**src/hw/rtl/tsra_pkg.sv**
```systemverilog
// Shared types, constants and helper functions for the three-axis sample ring average.
package tsra_pkg;

  localparam int DEPTH_LOG2 = 5;
  localparam int DEPTH      = 2 ** DEPTH_LOG2;
  localparam int IDX_W      = DEPTH_LOG2;
  localparam int SAMPLE_W   = 16;
  localparam int SUM_W      = SAMPLE_W + DEPTH_LOG2;
  localparam int INDEX_W    = 5;

  typedef enum logic {
    KIND_PUSH  = 1'b0,
    KIND_CLEAR = 1'b1
  } kind_t;

  typedef struct packed {
    logic signed [SAMPLE_W-1:0] x;
    logic signed [SAMPLE_W-1:0] y;
    logic signed [SAMPLE_W-1:0] z;
  } triple_t;

  typedef struct packed {
    kind_t                      kind;
    logic signed [SAMPLE_W-1:0] sample_x;
    logic signed [SAMPLE_W-1:0] sample_y;
    logic signed [SAMPLE_W-1:0] sample_z;
  } in_t;

  typedef struct packed {
    logic signed [SAMPLE_W-1:0] last_x;
    logic signed [SAMPLE_W-1:0] last_y;
    logic signed [SAMPLE_W-1:0] last_z;
    logic signed [SAMPLE_W-1:0] mean_x;
    logic signed [SAMPLE_W-1:0] mean_y;
    logic signed [SAMPLE_W-1:0] mean_z;
    logic [INDEX_W-1:0]         write_index;
    logic                       wrapped;
  } out_t;

  function automatic logic [SUM_W-1:0] sext_sum(input logic [SAMPLE_W-1:0] v);
    return {{DEPTH_LOG2{v[SAMPLE_W-1]}}, v};
  endfunction

  // Division by DEPTH rounding toward zero: bias negative sums before the shift.
  function automatic logic [SAMPLE_W-1:0] mean_of(input logic [SUM_W-1:0] sum);
    logic signed [SUM_W-1:0] adj;
    logic signed [SUM_W-1:0] shifted;
    adj     = $signed(sum + (sum[SUM_W-1] ? SUM_W'(DEPTH - 1) : SUM_W'(0)));
    shifted = adj >>> DEPTH_LOG2;
    return shifted[SAMPLE_W-1:0];
  endfunction

endpackage

```
**src/hw/rtl/tsra_store.sv**
```systemverilog
// Sample store: single-port-read, single-port-write memory with per-entry valid bits.
module tsra_store
  import tsra_pkg::*;
(
  input  logic             clk,
  input  logic             rst_n,
  input  logic             wr_en,
  input  logic [IDX_W-1:0] wr_addr,
  input  triple_t          wr_data,
  input  logic             rd_en,
  input  logic [IDX_W-1:0] rd_addr,
  output triple_t          rd_data
);

  triple_t            mem [DEPTH];
  logic [DEPTH-1:0]   vld_r;
  triple_t            rd_q_r;
  logic               rd_vld_r;

  always_ff @(posedge clk) begin
    if (wr_en) begin
      mem[wr_addr] <= wr_data;
    end
    if (rd_en) begin
      rd_q_r <= mem[rd_addr];
    end
  end

  always_ff @(posedge clk) begin
    if (!rst_n) begin
      vld_r    <= '0;
      rd_vld_r <= 1'b0;
    end else begin
      if (wr_en) begin
        vld_r[wr_addr] <= 1'b1;
      end
      if (rd_en) begin
        rd_vld_r <= vld_r[rd_addr];
      end
    end
  end

  // An entry never written since reset reads as zero.
  assign rd_data = rd_vld_r ? rd_q_r : '0;

endmodule

```
**src/hw/rtl/triaxial_sample_ring_average.sv**
```systemverilog
// Top level of the three-axis sample ring with running per-axis means.
//
//   port group | direction | handshake          | payload
//   in_        | input     | in_valid/in_ready   | in_t: kind, sample_x/y/z
//   out_       | output    | out_valid/out_ready | out_t: last, mean, write_index, wrapped
//
// One transaction per cycle is sustained while the output is not stalled. The first stage
// reads the store entry; the second stage updates the sums, writes the entry for a push and
// loads the output register. A clear directly after a push to the final entry is forwarded.
// The store reads as zero after reset through valid bits, so there is no clearing pass.
// A stalled output holds the second stage, which in turn holds off new transactions.
module triaxial_sample_ring_average
  import tsra_pkg::*;
(
  input  logic clk,
  input  logic rst_n,
  input  logic in_valid,
  output logic in_ready,
  input  in_t  in_data,
  output logic out_valid,
  input  logic out_ready,
  output out_t out_data
);

  logic             in_fire;
  logic [IDX_W-1:0] rd_addr;
  logic [IDX_W-1:0] wp_r;
  logic [IDX_W-1:0] wp_nxt;
  logic             wrap_nxt;

  logic             s1_valid_r;
  kind_t            s1_kind_r;
  triple_t          s1_sample_r;
  logic [IDX_W-1:0] s1_addr_r;
  logic [IDX_W-1:0] s1_wp_r;
  logic             s1_wrap_r;
  logic             s1_fwd_r;
  triple_t          s1_fwd_data_r;
  logic             s1_adv;
  logic             wr_en;

  triple_t          rd_data;
  triple_t          old;
  logic [SUM_W-1:0] sum_x_r;
  logic [SUM_W-1:0] sum_y_r;
  logic [SUM_W-1:0] sum_z_r;
  logic [SUM_W-1:0] sum_x_nxt;
  logic [SUM_W-1:0] sum_y_nxt;
  logic [SUM_W-1:0] sum_z_nxt;
  triple_t          last;

  logic             out_valid_r;
  out_t             out_data_r;

  assign s1_adv   = s1_valid_r && (!out_valid_r || out_ready);
  assign in_ready = !s1_valid_r || s1_adv;
  assign in_fire  = in_valid && in_ready;
  assign wr_en    = s1_adv && (s1_kind_r == KIND_PUSH);

  always_comb begin
    rd_addr  = wp_r;
    wp_nxt   = wp_r + 1'b1;
    wrap_nxt = 1'b0;
    case (in_data.kind)
      KIND_PUSH: begin
        if (wp_r == IDX_W'(DEPTH - 1)) begin
          wp_nxt   = '0;
          wrap_nxt = 1'b1;
        end
      end
      KIND_CLEAR: begin
        rd_addr = IDX_W'(DEPTH - 1);
        wp_nxt  = '0;
      end
      default: begin
        wp_nxt = wp_r;
      end
    endcase
  end

  tsra_store u_store (
    .clk     (clk),
    .rst_n   (rst_n),
    .wr_en   (wr_en),
    .wr_addr (s1_addr_r),
    .wr_data (s1_sample_r),
    .rd_en   (in_fire),
    .rd_addr (rd_addr),
    .rd_data (rd_data)
  );

  always_ff @(posedge clk) begin
    if (!rst_n) begin
      wp_r       <= '0;
      s1_valid_r <= 1'b0;
    end else begin
      if (in_fire) begin
        wp_r <= wp_nxt;
      end
      if (in_fire) begin
        s1_valid_r <= 1'b1;
      end else if (s1_adv) begin
        s1_valid_r <= 1'b0;
      end
    end
  end

  always_ff @(posedge clk) begin
    if (in_fire) begin
      s1_kind_r     <= in_data.kind;
      s1_sample_r   <= '{x: in_data.sample_x, y: in_data.sample_y, z: in_data.sample_z};
      s1_addr_r     <= wp_r;
      s1_wp_r       <= wp_nxt;
      s1_wrap_r     <= wrap_nxt;
      s1_fwd_r      <= wr_en && (s1_addr_r == rd_addr);
      s1_fwd_data_r <= s1_sample_r;
    end
  end

  assign old = s1_fwd_r ? s1_fwd_data_r : rd_data;

  always_comb begin
    sum_x_nxt = sum_x_r;
    sum_y_nxt = sum_y_r;
    sum_z_nxt = sum_z_r;
    last      = old;
    if (s1_kind_r == KIND_PUSH) begin
      sum_x_nxt = sum_x_r + sext_sum(s1_sample_r.x) - sext_sum(old.x);
      sum_y_nxt = sum_y_r + sext_sum(s1_sample_r.y) - sext_sum(old.y);
      sum_z_nxt = sum_z_r + sext_sum(s1_sample_r.z) - sext_sum(old.z);
      last      = s1_sample_r;
    end
  end

  always_ff @(posedge clk) begin
    if (!rst_n) begin
      sum_x_r     <= '0;
      sum_y_r     <= '0;
      sum_z_r     <= '0;
      out_valid_r <= 1'b0;
    end else begin
      if (s1_adv) begin
        sum_x_r     <= sum_x_nxt;
        sum_y_r     <= sum_y_nxt;
        sum_z_r     <= sum_z_nxt;
        out_valid_r <= 1'b1;
      end else if (out_ready) begin
        out_valid_r <= 1'b0;
      end
    end
  end

  always_ff @(posedge clk) begin
    if (s1_adv) begin
      out_data_r.last_x      <= last.x;
      out_data_r.last_y      <= last.y;
      out_data_r.last_z      <= last.z;
      out_data_r.mean_x      <= mean_of(sum_x_nxt);
      out_data_r.mean_y      <= mean_of(sum_y_nxt);
      out_data_r.mean_z      <= mean_of(sum_z_nxt);
      out_data_r.write_index <= INDEX_W'(s1_wp_r);
      out_data_r.wrapped     <= s1_wrap_r;
    end
  end

  assign out_valid = out_valid_r;
  assign out_data  = out_data_r;

`ifndef SYNTH
  a_wrap_at_zero: assert property (@(posedge clk) disable iff (!rst_n)
    out_valid && out_data.wrapped |-> out_data.write_index == '0)
    else $error("wrap flag set with a non-zero write index");

  a_accept_to_stage: assert property (@(posedge clk) disable iff (!rst_n)
    in_valid && in_ready |=> s1_valid_r)
    else $error("accepted transaction missing from second stage");

  a_stall_blocks_input: assert property (@(posedge clk) disable iff (!rst_n)
    s1_valid_r && out_valid && !out_ready |-> !in_ready)
    else $error("input accepted while the pipeline is stalled");

  a_clear_resets_pos: assert property (@(posedge clk) disable iff (!rst_n)
    in_valid && in_ready && in_data.kind == KIND_CLEAR |=> wp_r == '0)
    else $error("write position not reset by a clear");
`endif

endmodule

```
**config.mk**
```make
export PLATFORM = sky130hd
export DESIGN_NAME = triaxial_sample_ring_average
export DESIGN_NICKNAME = d
export VERILOG_FILES = /design/src/hw/rtl/tsra_pkg.sv /design/src/hw/rtl/tsra_store.sv /design/src/hw/rtl/triaxial_sample_ring_average.sv
export SDC_FILE = /design/constraint.sdc
export NUM_CORES = 2
export LEC_CHECK = 0
export BUFFER_PORTS_ARGS = -buffer_cell sky130_fd_sc_hd__buf_2
export CAP_MARGIN = 20
export CORE_MARGIN = 2
export CORE_UTILIZATION = 60
export CTS_BUF_LIST = sky130_fd_sc_hd__clkbuf_8 sky130_fd_sc_hd__clkbuf_16
export DETAILED_ROUTE_END_ITERATION = 8
export PLACE_DENSITY = 0.77
export SLEW_MARGIN = 5
export SYNTH_ARGS = -nofsm -noshare
export SYNTH_HDL_FRONTEND = slang
export SYNTH_SLANG_ARGS = --single-unit
export TNS_END_PERCENT = 100
```
**constraint.sdc**
```tcl
create_clock -name clk -period 10.1 [get_ports clk]
set_input_delay 0.505 -clock clk [delete_from_list [all_inputs] [get_ports clk]]
set_output_delay 0.505 -clock clk [all_outputs]
set_load 0.03 [all_outputs]
```
---- After elaboration in Yosys (flattened, before gate mapping) ----
Memory sizes are Yosys's and may differ from the RTL's. A register that Yosys moved wholly into a read port is not among the register bits.
Cells that the tools add are included.
storage, ports and cells
  bits in latches ......................... 0
  memories kept ........................... 1
  flip-flop bits (word level) ............. 314
  memory bits (read-only) ................. 0
  memory bits (writable) .................. 1536
  output and inout port bits .............. 104
operators by class
  bitwise operators ....................... 3
  order comparisons ....................... 3
  equal/unequal tests ..................... 2
  shift operators ......................... 0
  divide/modulo/power cells ............... 0
  reductions and logical operators ........ 11
  multiplexer cells ....................... 23
  multiply operators ...................... 0
  add/sub/neg operators ................... 10
memories
  name         depth  width  read ports  clocked after memory_dff  write ports  line              RTL
  u_store.mem  32     48     1           1                         1            tsra_store.sv:15  triple_t mem [DEPTH];
operator list
  cell                 number
  $mux 48              3
  $add 21x21->21       3
  $add 21x5->21        3
  $mux 21              3
  $sub 21x21->21       3
  $or 32x32->32        1
  $mux 5               5
  $lt 5x6->1 const B   2
  $pmux 5 s2           1
  $mux 1               9
  $add 5x1->5 const B  1
  $bmux 1 s5           1
  $demux 1 s5          1
  $eq 5x5->1           1
  $eq 5x5->1 const B   1
  $ge 5x1->1 const B   1
  $logic_and 1x1->1    5
  $reduce_bool 2->1    2
  $logic_not 1->1      2
  $logic_or 1x1->1     2
  $not 1->1            2

---- Logic depth before layout (Yosys ltp) ----
  depth after elaboration ................. 6
  mapped depth ............................ 20
  gate-level depth less buffers ........... 16

---- Modules after synthesis ----
From an unflattened synthesis, not the netlist that was laid out.
second synthesis, totals
  cell total of the unflattened synthesis .. 4151
  area total of the unflattened synthesis .. 78579.1 sq um
by module, submodules not included
  module                        sequential area each (sq um)  area each (sq um)  cells each  instances
  tsra_store                    48226.3                       61207.5            2438        1
  triaxial_sample_ring_average  7737.4                        17371.7            1713        1

---- Worst setup path before layout ----
Ideal clock, no wire load.
  path type ............................... reg2reg
  start ................................... register out_valid_r (netlist: out_valid)
  end ..................................... memory u_store.mem[28][0] (netlist name) (enable)
  library setup time ...................... 0.455 ns
  stages on the path, launching flop included .. 7
  buffers on the path ..................... 1
  period minus slack after synthesis ...... 9.365 ns
  data arrival time ....................... 8.910 ns
  slack ................................... 0.735 ns
  data required time ...................... 9.645 ns
  path through ............................ dfxtp_1 -> nor2b_1 -> nor2b_1 -> nand2_1 -> or3_1 -> clkbuf_1 -> nor2_1
between the ends
  word-level cells in the longest chain between the ends .. 6
RTL lines
  element                       line                                 RTL
  from (decl)                   triaxial_sample_ring_average.sv:52   logic out_valid_r;
  from (signal assigned)        triaxial_sample_ring_average.sv:140  out_valid_r <= 1'b0;
  from (signal assigned)        triaxial_sample_ring_average.sv:146  out_valid_r <= 1'b1;
  from (signal assigned)        triaxial_sample_ring_average.sv:148  out_valid_r <= 1'b0;
  $logic_not 1->1               triaxial_sample_ring_average.sv:55   assign s1_adv = s1_valid_r && (!out_valid_r || out_ready);
  $logic_or 1x1->1              triaxial_sample_ring_average.sv:55
  $logic_and 1x1->1             triaxial_sample_ring_average.sv:55
  via s1_adv                    triaxial_sample_ring_average.sv:39   logic s1_adv;
  $logic_and 1x1->1             triaxial_sample_ring_average.sv:58   assign wr_en = s1_adv && (s1_kind_r == KIND_PUSH);
  $mux 1                        tsra_store.sv:21                     if (wr_en) begin
  $mux 1 (implied by the code)  tsra_store.sv:22                     mem[wr_addr] <= wr_data;
  to (decl)                     tsra_store.sv:15
The timed path passes the listed nets, and every way through them passes these cells.

---- Worst setup path in the final report ----
  start ................................... register s1_fwd_r
  end ..................................... register out_data_r, in the netlist out_data[50], data pin
between the ends
  word-level cells in the longest chain between the ends .. 5
RTL lines
  element                 line                                 RTL
  from (decl)             triaxial_sample_ring_average.sv:37   logic s1_fwd_r;
  from (signal assigned)  triaxial_sample_ring_average.sv:115  s1_fwd_r <= wr_en && (s1_addr_r == rd_addr);
  $mux 48 *               triaxial_sample_ring_average.sv:120  assign old = s1_fwd_r ? s1_fwd_data_r : rd_data;
  $sub 21x21->21 *        triaxial_sample_ring_average.sv:128  sum_x_nxt = sum_x_r + sext_sum(s1_sample_r.x) - sext_sum(old.x);
  $mux 21 *               triaxial_sample_ring_average.sv:127  if (s1_kind_r == KIND_PUSH) begin
  $mux 5                  tsra_pkg.sv:48                       adj = $signed(sum + (sum[SUM_W-1] ? SUM_W'(DEPTH - 1) : SUM_W'(0)));
  $add 21x5->21 *         tsra_pkg.sv:48
  to (decl)               triaxial_sample_ring_average.sv:53   out_t out_data_r;
Every way passes the cells marked *; elsewhere a longest branch is shown, timed or not.
A chain may end at the register's enable or synchronous reset.

==> results.md <==
- Ports: 157
- CP peak stage delay: 0.52 ns
- Clock transition at path regs: 0.07 ns
- Max Cap Viol: 0
- DRT antenna net count: 0
- Synth warnings: 0
- Clock sink count: 1898
- Netlist cell types: 83
- Post-synth net total: 4855
- Critical Path End Type: flip-flop
- Worst Setup Start Kind: flip-flop
- Status: finished, final reports clean
- Gr usage total: 29.1%
- Cts-stage hold buffer count: 50
- Peak Freq: 0.170 GHz
- Die area: 135000 um^2
- Finished Core Util: 68.2%
- Fin Setup TNS: 0 ns
- Dpl cells: 6449
- CTS max path bufs: 3
- Fin nets: 5125
- Yosys reg bits: 1898
- Leading cell types in the layout, fill and taps excluded: edfxtp_1, nand2_1, mux4_2
- Routed vias: 43936
- CP max-delay cell: or3b_1
- Worst hold slack: 0.0938 ns
- CP Cell Sequence: buf_4, nor2b_4, buf_4, a22oi_1, inv_1, fa_1, inv_1, ha_1, a21o_1, a21o_1, a21oi_1, nand3_1, or3_1, nand4_1, or3b_1, nor4_1, nor3b_1, xor2_1
- Per-cell routed wire length: 28.7 um
- Mean Syn Cell Area: 17.0 um^2
- Ys flop type: edfxtp_1
- Syn-to-layout area delta: 12.8%
- Initial Util: 60.4%
- First-pass GRT wire length: 286000 um
- Share of layout cells above drive strength 1: 22.5%
- WS Path Type: reg2reg
- Vias per cell: 6.42
- Cts repair resizes: 0
- Part of the cycle the worst path needs: 58.2%
- Post-route insts no fill: 6848
- Num CTS Buffers: 184
- Commonest non-fill, non-tap cell in the layout: edfxtp_1
- Fin. Hold Viols: 0
- Worst-margin pin slew: 1.15 ns
- RePlAce Congestion: 0.899
- Worst vdd ir: 0.000217 V
- Post-route clock skew: 0.0482 ns
- Final WL: 197000 um
- Sequential-to-total area share from yosys stat: 70.6%
- Setup bufs post-CTS: 0
- Placed inst area: 82600 um^2
- Rel. slew slack: 23.5%
- EDFF count, synth: 1795
- Largest net degree at the start of global routing: 174
- WP data required: 10.68 ns
- Vias in the first global route: 43449
- Latest clock arrival within the worst-skew pair: 0.84 ns
- Setup Viol. Count Final: 0
- Die height: 368 um
- Fin. max-slew vios: 0
- H-Tree Level Count: 4
- DP HPWL: 106000 um
- Crit path time final: 5.88 ns
- Met1 wire length: 75600 um
- Post-synthesis instance total: 4674
- Async S/R FF share, synth: 0%
- Remaining global-route overflow: 0
- Top layer in use: met5
- CP max FO: 50
- Drt drc: 0
- Finished Cell Area: 89500 um^2
- Initial antenna violation count: 10
- Met2 wire length: 94200 um
- Leakage: 29.8 nW
- Pwr dens: 195 nW/um^2
- Unrepaired setup endpoints after global routing: false
- 1st-pass router iterations: 6
- Worst Hold Class: in2reg
- TritonCTS clock tree: built
- Cell Area, Synth: 79300 um^2
- DRT iter0 DRCs: 6227
- IO Port Bufs: 156
- CTS Root Cell: clkbuf_16
- Diode count: 0
- Met3 wire length: 21600 um
- Worst EP arrival: 6.45 ns
- Die span in x: 368 um
- Rows: 133
- Core ar.: 131000 um^2
critical path, delay by kind of cell, from the launching register on:
family,cells,cell delay [ns]
and+or+nand+nor,7,2.38
buffers and inverters,4,1.11
AOI/OAI and AO/OA,4,0.84
adders and majority gates,2,0.74
DFF,1,0.36
xor gates and xnor gates,1,0.09
logic make-up (layout without fill, tap and decap cells):
| kind of cell | count (synthesis) | in the layout | share of synthesized area [%] |
|---|---|---|---|
| simple gates | 699 | 699 | 4.00 |
| fa+ha+maj | 128 | 128 | 2.59 |
| buf+inv | 473 | 892 | 2.27 |
| xor+xnor | 96 | 96 | 1.07 |
| mux | 752 | 752 | 14.5 |
| compound gates | 628 | 628 | 5.00 |
| flops | 1898 | 1898 | 70.6 |
cells in the mapped netlist (all sizes together), types with 5 or more instances:
| library cell | instances | area, um^2 |
|---|---|---|
| dfxtp | 103 | 2060 |
| o211ai | 9 | 67.6 |
| nand3 | 32 | 160 |
| nor2b | 18 | 113 |
| o21bai | 7 | 52.6 |
| a211oi | 10 | 87.6 |
| a311oi | 5 | 43.8 |
| nor3 | 32 | 160 |
| ha | 68 | 851 |
| or3 | 10 | 62.6 |
| o31ai | 12 | 90.1 |
| nand2 | 388 | 1460 |
| nor4 | 7 | 50.1 |
| nor2 | 103 | 387 |
| and4 | 5 | 43.8 |
| and2 | 27 | 170 |
| or2 | 6 | 37.5 |
| a21boi | 42 | 315 |
| a21o | 27 | 203 |
| fa | 60 | 1200 |
| a211o | 5 | 43.8 |
| nor3b | 13 | 103 |
| a31oi | 8 | 50.1 |
| o31a | 6 | 52.6 |
| buf | 45 | 194 |
| xnor2 | 60 | 526 |
| xor2 | 36 | 323 |
| a22o | 44 | 385 |
| and3 | 12 | 76.3 |
| nand3b | 6 | 45.0 |
| a21oi | 71 | 370 |
| mux2i | 208 | 2080 |
| or4 | 5 | 41.3 |
| nand2b | 8 | 50.1 |
| edfxtp | 1795 | 53900 |
| clkbuf | 191 | 717 |
| mux2 | 251 | 2830 |
| o21a | 44 | 330 |
| inv | 237 | 890 |
| o21ai | 295 | 1480 |
| mux4 | 293 | 6600 |
| o211a | 8 | 80.1 |
| nand4 | 14 | 87.6 |
flip-flops by register name, summed over array words and instances, names as in the netlist, 21 cells and up:
register        flops
u_store.vld_r      32
s1_sample_r        48
sum_z_r            21
sum_x_r            21
u_store.mem      1536
out_data          102
u_store.rd_q_r     48
sum_y_r            21
s1_fwd_data_r      48
where the power goes:
| group | switching, mW | internal [mW] | leakage [nW] | total [mW] |
|---|---|---|---|---|
| Clock | 2.96 | 3.80 | 3.09 | 6.76 |
| Sequential | 0.0937 | 8.76 | 17.2 | 8.86 |
| Combinational | 1.13 | 0.740 | 9.58 | 1.87 |
| Total | 4.18 | 13.3 | 29.8 | 17.5 |
metrics by stage:
stage,setup slack [ns],total power [mW]
final,4.22,17.5
after global routing,3.85,18.0
after CTS,4.32,17.5
after detailed placement,4.34,10.8
after global placement,4.45,10.8
after floorplan,0.735,10.3
cell type report:
class / instances / area [um^2]
multi-input combinational: 2303 / 21800
fill: 8197 / 41800
sequential: 1898 / 56000
clock inverter: 142 / 1260
clock buffer: 193 / 4740
timing repair buffer: 320 / 2580
inverter: 237 / 897
tap: 1755 / 2200
routing by layer:
layer  global-route usage, %  vias up
met5                       0        -
met4                    8.51       10
met3                    6.01      374
met2                    46.5     2684
met1                    41.0    22287
li1                        -    18581
path summary, 6_finish.rpt:
path,end,slack (ns),from,cells past startpoint
setup / recovery,out_data[50]$_DFFE_PP_,4.22,s1_fwd_r$_DFFE_PP_,18
hold / removal,sum_y_r[15]$_SDFFE_PN0P_,0.09,rst_n,2
setup reg to reg,out_data[50]$_DFFE_PP_,4.22,s1_fwd_r$_DFFE_PP_,18
hold reg to reg,out_data[5]$_DFFE_PP_,0.42,s1_wp_r[4]$_DFFE_PP_,0
Note: power is estimated with default switching activity, not from simulation.
